### config.mk
export PLATFORM = sky130hd
export DESIGN_NAME = lin_frame_receiver
export DESIGN_NICKNAME = d
export VERILOG_FILES = /design/src/hw/rtl/lfr_pkg.sv /design/src/hw/rtl/lfr_frame.sv /design/src/hw/rtl/lin_frame_receiver.sv
export SDC_FILE = /design/constraint.sdc
export NUM_CORES = 1
export LEC_CHECK = 0
export BUFFER_PORTS_ARGS = -buffer_cell sky130_fd_sc_hd__buf_2
export CORE_MARGIN = 2
export CORE_UTILIZATION = 40
export DETAILED_ROUTE_END_ITERATION = 10
export SYNTH_ARGS = -nofsm -noshare
export SYNTH_HDL_FRONTEND = slang
export SYNTH_SLANG_ARGS = --single-unit
### constraint.sdc
create_clock -name clk -period 13.45 [get_ports clk]
set_input_delay 0.6725 -clock clk [delete_from_list [all_inputs] [get_ports clk]]
set_output_delay 0.6725 -clock clk [all_outputs]
set_load 0.02 [all_outputs]
### src/hw/rtl/lfr_pkg.sv
// Package for the LIN frame receiver: transaction structs, operation, status and
// phase codes, protected-identifier parity and end-around-carry add.
// No dependencies.
package lfr_pkg;

  localparam int unsigned MaxDataBytes = 8;
  localparam logic [7:0]  SyncByte     = 8'h55;
  localparam logic [15:0] TimeoutReset = 16'd100;
  localparam logic [5:0]  IdLastShort  = 6'h1F;
  localparam logic [5:0]  IdLastMid    = 6'h2F;

  typedef enum logic [1:0] {
    OP_BYTE  = 2'd0,
    OP_BREAK = 2'd1,
    OP_TICK  = 2'd2,
    OP_NONE  = 2'd3
  } lfr_op_t;

  typedef enum logic [2:0] {
    ST_OK       = 3'd0,
    ST_CHECKSUM = 3'd1,
    ST_SYNC     = 3'd2,
    ST_PID      = 3'd3,
    ST_TIMEOUT  = 3'd4
  } lfr_status_t;

  typedef enum logic [1:0] {
    PH_IDLE = 2'd0,
    PH_SYNC = 2'd1,
    PH_PID  = 2'd2,
    PH_DATA = 2'd3
  } lfr_phase_t;

  typedef struct packed {
    logic [1:0] operation;
    logic [7:0] rx_byte;
  } lfr_in_t;

  typedef struct packed {
    logic [2:0]  status;
    logic [5:0]  frame_id;
    logic [3:0]  data_length;
    logic [63:0] frame_data;
    logic [7:0]  received_checksum;
    logic [31:0] timestamp;
    logic [7:0]  error_total;
    logic [31:0] good_frames;
  } lfr_out_t;

  // Check both parity bits of a protected identifier against its six ID bits.
  function automatic logic pid_parity_ok(input logic [7:0] pid);
    logic p0;
    logic p1;
    p0 = pid[0] ^ pid[1] ^ pid[2] ^ pid[4];
    p1 = ~(pid[1] ^ pid[3] ^ pid[4] ^ pid[5]);
    return {p1, p0, pid[5:0]} == pid;
  endfunction

  // Eight-bit add with the carry folded back into bit 0.
  function automatic logic [7:0] add_carry(input logic [7:0] a, input logic [7:0] b);
    logic [8:0] s;
    s = {1'b0, a} + {1'b0, b};
    return s[7:0] + {7'd0, s[8]};
  endfunction

endpackage

### src/hw/rtl/lfr_frame.sv
// Frame tracking for the LIN frame receiver: phase machine, counters and
// frame assembly; produces at most one result per accepted transaction.
// Depends on lfr_pkg.
module lfr_frame (
  input  logic             clk,
  input  logic             rst,
  input  logic             take,
  input  lfr_pkg::lfr_in_t item,
  input  logic [15:0]      timeout_ticks,
  output logic             fire,
  output lfr_pkg::lfr_out_t res
);
  import lfr_pkg::*;

  lfr_phase_t  phase, phase_next;
  logic [3:0]  byte_pos, byte_pos_next;
  logic [3:0]  exp_bytes, exp_bytes_next;
  logic [7:0]  pid, pid_next;
  logic [63:0] data_asm, data_asm_next;
  logic [7:0]  run_sum, run_sum_next;
  logic [15:0] quiet, quiet_next;
  logic [31:0] tick_cnt, tick_cnt_next;
  logic [7:0]  err_cnt, err_cnt_next;
  logic [31:0] frame_cnt, frame_cnt_next;

  lfr_op_t     op;
  logic [7:0]  b;
  logic [15:0] quiet_inc;
  logic        timeout_hit;
  logic        parity_good;
  logic        pos_more;
  logic [7:0]  err_inc;

  assign op          = lfr_op_t'(item.operation);
  assign b           = item.rx_byte;
  assign quiet_inc   = (quiet == 16'hFFFF) ? quiet : quiet + 16'd1;
  assign timeout_hit = quiet_inc > timeout_ticks;
  assign parity_good = pid_parity_ok(b);
  assign pos_more    = byte_pos < exp_bytes;
  assign err_inc     = (err_cnt == 8'hFF) ? err_cnt : err_cnt + 8'd1;

  // Next phase
  always_comb begin
    phase_next = phase;
    case (op)
      OP_BREAK: phase_next = PH_SYNC;
      OP_TICK: begin
        if (phase != PH_IDLE && timeout_hit) phase_next = PH_IDLE;
      end
      OP_BYTE: begin
        case (phase)
          PH_SYNC: phase_next = (b == SyncByte) ? PH_PID : PH_IDLE;
          PH_PID:  phase_next = parity_good ? PH_DATA : PH_IDLE;
          PH_DATA: phase_next = pos_more ? PH_DATA : PH_IDLE;
          default: phase_next = phase;
        endcase
      end
      default: phase_next = phase;
    endcase
  end

  // Datapath updates and result
  always_comb begin
    byte_pos_next  = byte_pos;
    exp_bytes_next = exp_bytes;
    pid_next       = pid;
    data_asm_next  = data_asm;
    run_sum_next   = run_sum;
    quiet_next     = quiet;
    tick_cnt_next  = tick_cnt;
    err_cnt_next   = err_cnt;
    frame_cnt_next = frame_cnt;
    fire           = 1'b0;
    res            = '0;
    case (op)
      OP_BREAK: begin
        byte_pos_next = 4'd0;
        quiet_next    = 16'd0;
        data_asm_next = '0;
        run_sum_next  = 8'd0;
      end
      OP_TICK: begin
        tick_cnt_next = tick_cnt + 32'd1;
        if (phase != PH_IDLE) begin
          quiet_next = quiet_inc;
          if (timeout_hit) begin
            fire         = 1'b1;
            err_cnt_next = err_inc;
            res.status   = ST_TIMEOUT;
            res.frame_id = (phase == PH_DATA) ? pid[5:0] : 6'd0;
          end
        end
      end
      OP_BYTE: begin
        quiet_next = 16'd0;
        case (phase)
          PH_SYNC: begin
            if (b != SyncByte) begin
              fire         = 1'b1;
              err_cnt_next = err_inc;
              res.status   = ST_SYNC;
            end
          end
          PH_PID: begin
            if (!parity_good) begin
              fire         = 1'b1;
              err_cnt_next = err_inc;
              res.status   = ST_PID;
              res.frame_id = b[5:0];
            end else begin
              pid_next      = b;
              byte_pos_next = 4'd0;
              data_asm_next = '0;
              run_sum_next  = b;
              if (b[5:0] <= IdLastShort)    exp_bytes_next = 4'd2;
              else if (b[5:0] <= IdLastMid) exp_bytes_next = 4'd4;
              else                          exp_bytes_next = 4'(MaxDataBytes);
            end
          end
          PH_DATA: begin
            if (pos_more) begin
              for (int i = 0; i < MaxDataBytes; i++) begin
                if (byte_pos[2:0] == 3'(i)) data_asm_next[i*8 +: 8] = data_asm[i*8 +: 8] | b;
              end
              run_sum_next  = add_carry(run_sum, b);
              byte_pos_next = byte_pos + 4'd1;
            end else begin
              fire                  = 1'b1;
              res.frame_id          = pid[5:0];
              res.data_length       = exp_bytes;
              res.frame_data        = data_asm;
              res.received_checksum = b;
              if (~run_sum == b) begin
                res.status     = ST_OK;
                frame_cnt_next = frame_cnt + 32'd1;
              end else begin
                res.status   = ST_CHECKSUM;
                err_cnt_next = err_inc;
              end
            end
          end
          default: ;
        endcase
      end
      default: ;
    endcase
    res.timestamp   = tick_cnt_next;
    res.error_total = err_cnt_next;
    res.good_frames = frame_cnt_next;
  end

  always_ff @(posedge clk) begin
    if (rst) begin
      phase     <= PH_IDLE;
      byte_pos  <= 4'd0;
      exp_bytes <= 4'd0;
      pid       <= 8'd0;
      data_asm  <= '0;
      run_sum   <= 8'd0;
      quiet     <= 16'd0;
      tick_cnt  <= 32'd0;
      err_cnt   <= 8'd0;
      frame_cnt <= 32'd0;
    end else if (take) begin
      phase     <= phase_next;
      byte_pos  <= byte_pos_next;
      exp_bytes <= exp_bytes_next;
      pid       <= pid_next;
      data_asm  <= data_asm_next;
      run_sum   <= run_sum_next;
      quiet     <= quiet_next;
      tick_cnt  <= tick_cnt_next;
      err_cnt   <= err_cnt_next;
      frame_cnt <= frame_cnt_next;
    end
  end

endmodule

### src/hw/rtl/lin_frame_receiver.sv
// Top level of the LIN frame receiver: timeout register, frame tracking and
// the result register. Depends on lfr_pkg and lfr_frame.
//
//   channel   direction  handshake                   payload
//   item      in         item_valid / item_stall     lfr_in_t  (operation, rx_byte)
//   result    out        result_valid / result_stall lfr_out_t (status ... good_frames)
//   cfg       in         cfg_wr_en                   cfg_wr_data (timeout_ticks)
//
// One transaction is taken per cycle unless the item side stalls; its result,
// if any, appears in the result register in the cycle after acceptance, set
// by the single compare/add pass in lfr_frame. Synchronous reset clears the
// phase, all counters and the result valid, and loads the timeout with 100
// ticks. A stalled result holds the register; the item side stalls only while
// that register is full and stalled, so a draining result never stalls items.
module lin_frame_receiver (
  input  logic              clk,
  input  logic              rst,
  input  logic              item_valid,
  output logic              item_stall,
  input  lfr_pkg::lfr_in_t  item,
  output logic              result_valid,
  input  logic              result_stall,
  output lfr_pkg::lfr_out_t result,
  input  logic              cfg_wr_en,
  input  logic [15:0]       cfg_wr_data
);
  import lfr_pkg::*;

  logic [15:0] timeout_ticks;
  logic        take;
  logic        fire;
  lfr_out_t    res;

  // Hold new items only while a finished result is waiting and stalled.
  assign item_stall = result_valid & result_stall;
  assign take       = item_valid & ~item_stall;

  // Timeout register: load on every write enable; there is no read-back.
  always_ff @(posedge clk) begin
    if (rst) begin
      timeout_ticks <= TimeoutReset;
    end else if (cfg_wr_en) begin
      timeout_ticks <= cfg_wr_data;
    end
  end

  lfr_frame u_frame (
    .clk           (clk),
    .rst           (rst),
    .take          (take),
    .item          (item),
    .timeout_ticks (timeout_ticks),
    .fire          (fire),
    .res           (res)
  );

  // Result valid: load on a producing transaction, drop once taken.
  always_ff @(posedge clk) begin
    if (rst) begin
      result_valid <= 1'b0;
    end else if (take && fire) begin
      result_valid <= 1'b1;
    end else if (!result_stall) begin
      result_valid <= 1'b0;
    end
  end

  // Result payload: advance only when a new result arrives.
  always_ff @(posedge clk) begin
    if (take && fire) begin
      result <= res;
    end
  end

endmodule
==> results.tsv, run 1 <==
metric	value	unit
drc	0	
cts_hold_buffers	0	
slowest_stage	nor4_1	
grt_overflow	0	
slew_viol_final	0	
routedWlPerCell	16.8	um
worst-path-max-fanout	156	
hp-class	primary input to flip-flop	
hold_viol_final	0	
die-area	40700	um^2
status	finished, final reports clean	
grt_pass1_vias	11300	
crit_start	u_frame.quiet[7]$_SDFFE_PP0P_	
vias	11700	
p_per_area	123	nW/um^2
core	38600	um^2
relSlewSlack	23.8	%
viasPerCell	5.20	
r2r-start	u_frame.quiet[7]$_SDFFE_PP0P_	
synthArstFlopShare	0	%
cp_cell_sequence	nand4_1, nor4_1, nand3_1, nand2_1, nor2_1, xor2_1, ha_1, nand4_1, a2111o_1, a31oi_1, nor3_1, nor2_4, buf_12	
holdWs	0.339	ns
grt_max_degree	157	
grt.total_usage	18.5	%
ys_types	74	
maxCapViolCount	0	
yosysTopAreaCell	edfxtp_1	
grt_antenna_before_repair	2	
crit_required	13.62	ns
synth_nets	1629	
fin_crit_sh	42.2	%
synth_edf_count	156	
die_x	202	um
io_pins	190	
crit_type	flip-flop to flip-flop	
synth.yosys.seq_area_share	54.5	%
synth_cells	1554	
die_y	202	um
rows	72	
finalCriticalPeriod	5.67	ns
firstDrtPassIters	5	
synth_area_leaders	edfxtp_1 30%, dfxtp_1 25%, nor2_1 5.8%	
setup_viol	0	
wl	38000	um
drt_iter0_drc	665	
syn_area_per_cell	10.1	um^2
synth_area	15700	um^2
max_stage_delay	0.81	ns
synth_top_area_share	29.9	%
dp_hpwl	24800	um
dpl_worst_slack	7.85	ns
nets	1783	
crit_top_cell	nand4_1	
tightest_slew	1.14	ns
initial_utilization	40.5	%
fmax	0.176	GHz
fin_util	47.2	%
crit_buf_inv	1	
cts_resized	0	
worstHoldStart	cfg_wr_data[5]	
synthToLayoutAreaGrowth	16.6	%
clk_pin_slew	0.06	ns
fin_skew	0.0200	ns
ys_seq_elements	348	
cpLargestDelayFamily	simple AND/OR/NAND/NOR gates	
cts_buffers	39	
crit_path_end_kind	flip-flop	
clock_latency	0.55	ns
clockBufferDepth	3	
leakagePower	7.25	nW
drtAntennaViolNets	0	
cts-root-buf	clkbuf_16	
grt_pass1_wl	60600	um
postLayoutSetupSlackWorst	7.78	ns
cp_data_arrival_time	5.84	ns
cts_tree	built	
vdd_ir_drop_max	0.0858	mV
routabilityCongestion	0.883	
ys.flop_type	dfxtp_1	
startpoint_type	flip-flop	
clock-sinks	348	
rsz0062_at_grt	false	
drive_above_1_share	16.5	%
portBuffers	188	
htree_num_levels	2	
post-cts-setup-buffer-count	0	
synth-warning-count	0	
timing.setup.tns	0	ns
[per-layer routing]
layer / routed length [um] / up-vias / track usage, %
met5: 11 / - / 0
met4: 652 / 2 / 4.73
met3: 2170 / 49 / 3.81
met2: 18000 / 281 / 30.4
met1: 17200 / 5589 / 25.0
li1: - / 5806 / -
[logic make-up (layout without fill, tap and decap cells)]
| kind of cell | Yosys count | in the layout | synth area share [%] |
|---|---|---|---|
| flops | 348 | 348 | 54.5 |
| mux | 26 | 26 | 1.69 |
| fa+ha+maj | 44 | 44 | 3.56 |
| buf+inv | 132 | 315 | 3.35 |
| compound gates | 254 | 254 | 10.1 |
| other cells | 1 | 2 | 0.0239 |
| xor+xnor | 134 | 134 | 7.67 |
| simple gates | 615 | 615 | 19.1 |
[synth_stat cells (3+ instances only)]
master and number:
o21ai_1 3, o31ai_1 3, o41ai_1 3, o211ai_1 5, or3_1 26, o21ai_0 38
xnor2_1 71, nand2_1 85, a32o_1 4, o31ai_2 4, nand2b_1 8, buf_1 3
a311oi_1 4, xor2_1 61, buf_2 8, a22oi_1 9, and4_1 6, clkbuf_1 70
nor3b_1 6, ha_1 43, a31oi_1 4, inv_1 46, a22o_1 6, and2_1 10
a21o_1 8, or2_2 8, a211oi_1 3, nand3_1 47, nor2b_1 7, nand4_1 24
o21a_1 7, nor4_1 14, buf_4 3, a221oi_1 7, a211o_1 3, nor3_1 36
mux2_2 3, edfxtp_1 156, mux2i_1 23, and3_1 82, a21oi_1 121, dfxtp_1 192
nor2_1 242
[cells in the final DEF (no fill, tap or decap), types with 8 or more instances in the layout]
master and instances:
nor2_1 241, dfxtp_1 192, buf_2 187, edfxtp_1 156, a21oi_1 121, nand2_1 84, and3_1 82, xnor2_1 71
xor2_1 61, nand3_1 47, inv_1 46, ha_1 43, clkbuf_16 39, o21ai_0 37, nor3_1 36, or3_1 26
nand4_1 24, mux2i_1 23, nor4_1 14, and2_1 10, clkbuf_1 10, buf_4 10, a22oi_1 9, clkbuf_8 9
nand2b_1 8, or2_2 8, a21o_1 8
[stage by stage]
stage / instances / total power, mW / instance area [um^2]
floorplan: 1554 / 1.20 / 15700
global placement: 2185 / 1.23 / 17000
detailed placement: 2185 / 1.23 / 17000
CTS: 2255 / 2.27 / 18300
global route: 2256 / 2.32 / 18300
finish: 2256 / 2.24 / 18300
[power breakdown]
group | switching [mW] | internal, mW | total, mW
Combinational | 0.0653 | 0.0300 | 0.0954
Clock | 0.423 | 0.606 | 1.03
Sequential | 0.00580 | 1.11 | 1.11
[final timing paths]
path	to	slack [ns]	cells after the start
max	result[110]$_SDFFCE_PN0P_	7.78	13
min reg2reg	u_frame.data_asm[25]$_SDFFE_PP0P_	0.45	2
min	timeout_ticks[5]$_SDFFE_PP1P_	0.34	3
max reg2reg	result[110]$_SDFFCE_PN0P_	7.78	13
[sequential cells by signal, summed over array words and instances, names as in the netlist, 8 cells and up]
| signal | count |
|---|---|
| u_frame.run_sum | 8 |
| u_frame.err_cnt | 8 |
| u_frame.tick_cnt | 32 |
| u_frame.frame_cnt | 32 |
| u_frame.data_asm | 64 |
| timeout_ticks | 16 |
| result | 156 |
| u_frame.quiet | 16 |
[layout make-up]
class	instances	area [um^2]
diodes	1	2.50
clock buffers	58	1140
clock inverters	12	105
fillers	3600	20400
inverters	47	176
multi-input cells	1074	6630
flip-flops and latches	348	8530
well taps	518	648
repair buffers	198	1030
[worst min-delay path: stages]
cell and delay, ns:
buf_2 0.07, nand2_1 0.04, o211ai_1 0.06
No activity file was read; power rests on OpenSTA's default activity.
==> inputs of run 2 (changes only) <==
clock period = 5.2 ns   (was 13.45 ns; I/O delays follow)
==> run 2 against run 1 <==
Hold slack worse by 0.26 ns. Critical path type unchanged. First-iteration DRC count increased by 0.60%. Power grew to 2.7 times the previous value. Cell area up 1.8%.
==> results.tsv, run 2 (same netlist as run 1, synthesis figures left out) <==
metric	value	unit
status	finished, final reports clean	
routedWlPerCell	16.9	um
htree_num_levels	2	
largestRegisters	result: 156 flops, u_frame.data_asm: 64 flops	
crit_start	u_frame.quiet[7]$_SDFFE_PP0P_	
dp_hpwl	25500	um
initial_utilization	40.5	%
dp.cells	2185	
timing.setup.tns	0	ns
cts_resized	0	
io_pins	190	
largest_reg_flops	156	
cts_tree	built	
rr_worst_depth	13	
rows	72	
routabilityCongestion	0.849	
fin_crit_sh	89.2	%
portBuffers	188	
die_y	202	um
clockBufferDepth	3	
drtAntennaViolNets	0	
top_register	result	
clock-sinks	348	
drc	0	
r2r-end	result[77]$_SDFFCE_PN0P_	
grt_pass1_wl	60400	um
diodes	0	
clk_pin_slew	0.05	ns
relSlewSlack	28.8	%
firstDrtPassIters	5	
viasPerCell	5.19	
die-area	40700	um^2
cp.depth	13	
fmax	0.215	GHz
fin_util	48.1	%
startpoint_type	flip-flop	
hp-class	primary input to flip-flop	
r2r-start	u_frame.quiet[7]$_SDFFE_PP0P_	
crit_top_cell	nand4_1	
wl	38500	um
slowest_stage	buf_4	
vias	11800	
post-cts-setup-buffer-count	0	
worstHoldStart	rst	
crit_end	result[77]$_SDFFCE_PN0P_	
max_stage_delay	0.68	ns
grt.total_usage	18.6	%
grt_max_degree	94	
layout_common_cells	241 x nor2_1, 191 x dfxtp_1, 187 x buf_2	
crit_required	5.35	ns
fin_skew	0.0179	ns
cp_data_arrival_time	4.79	ns
vdd_ir_drop_max	0.210	mV
mostFrequentLayoutCell	nor2_1	
cts-root-buf	clkbuf_16	
clock_latency	0.54	ns
cts_hold_buffers	17	
drive_above_1_share	16.7	%
die_x	202	um
holdWs	0.0818	ns
crit_type	flip-flop to flip-flop	
p_per_area	322	nW/um^2
whs_path_depth	2	
tightest_slew	1.07	ns
cp_cell_sequence	nand4_1, nor4_4, nand3_1, nand2_2, nor2_1, xnor2_1, ha_1, nand4_1, a2111o_1, a31oi_4, nor3_2, nor2_4, buf_4	
worst-path-max-fanout	69	
crit_buf_inv	1	
cpLargestDelayFamily	simple AND/OR/NAND/NOR gates	
crit_path_end_kind	flip-flop	
final_cells	2273	
synthToLayoutAreaGrowth	18.6	%
drt_iter0_drc	669	
grt_overflow	0	
nets	1800	
finalCriticalPeriod	4.64	ns
core	38600	um^2
cts_buffers	39	
grt_pass1_vias	11200	
leakagePower	7.39	nW
rsz0062_at_grt	false	
maxCapViolCount	0	
grt_antenna_before_repair	1	
slew_viol_final	0	
r2r_setup_slack	0.56	ns
hold_viol_final	0	
setup_viol	0	
-- run 2: cell types whose count changed in the layout (fill, tap and decap cells not counted), sizes merged --
cell	before	now
clkinv	6	8
clkbuf	58	55
clkinvlp	5	3
dlygate4sd3	0	17
bufinv	1	5
diode	1	0
-- run 2: where the power goes --
group	internal, mW	switching (mW)
Clock	1.76	1.08
Combinational	0.0868	0.170
Sequential	2.86	0.0155
-- run 2: cell type report --
type                            count  area [um^2]
Timing Repair Buffer              215         1210
Fill cell                        3530        20100
Clock buffer                       55         1130
Sequential cell                   348         8530
Tap cell                          518          648
Inverter                           47          176
Clock inverter                     16          214
Multi-Input combinational cell   1074         6670
-- run 2: worst register-to-register path: stages (launching register included) --
cell and delay [ns]:
dfxtp_1 0.46, nand4_1 0.28, nor4_4 0.33, nand3_1 0.43, nand2_2 0.30, nor2_1 0.10
xnor2_1 0.14, ha_1 0.32, nand4_1 0.14, a2111o_1 0.44, a31oi_4 0.26, nor3_2 0.12
nor2_4 0.15, buf_4 0.68
-- run 2: worst min path at each step --
stage / endpoint / slack [ns]
6_report: u_frame.quiet[6]$_SDFFE_PP0P_ / 0.08
2_1_floorplan: timeout_ticks[2]$_SDFFE_PP1P_ / 0.39
3_5_place_dp: u_frame.data_asm[59]$_SDFFE_PP0P_ / 0.45
3_3_place_gp: u_frame.data_asm[12]$_SDFFE_PP0P_ / 0.44
5_1_grt: timeout_ticks[0]$_SDFFE_PP0P_ / 0.1
4_1_cts: u_frame.quiet[6]$_SDFFE_PP0P_ / 0.06
-- run 2: through the flow --
stage	worst slack (ns)	area [um^2]	power (mW)
after floorplan	-0.270	15700	3.11
after global placement	0.635	17100	3.18
after detailed placement	0.568	17100	3.19
after CTS	0.518	18600	6.06
after global routing	0.0993	18600	6.18
final	0.560	18600	5.98
-- run 2: metal layers --
layer / up-vias / GRT usage, % / part of all wire, %
met3: 64 / 3.08 / 5.5
met4: 2 / 7.33 / 2.9
met2: 298 / 30.1 / 47
met5: - / 0 / 0.031
li1: 5837 / - / -
met1: 5586 / 24.9 / 45
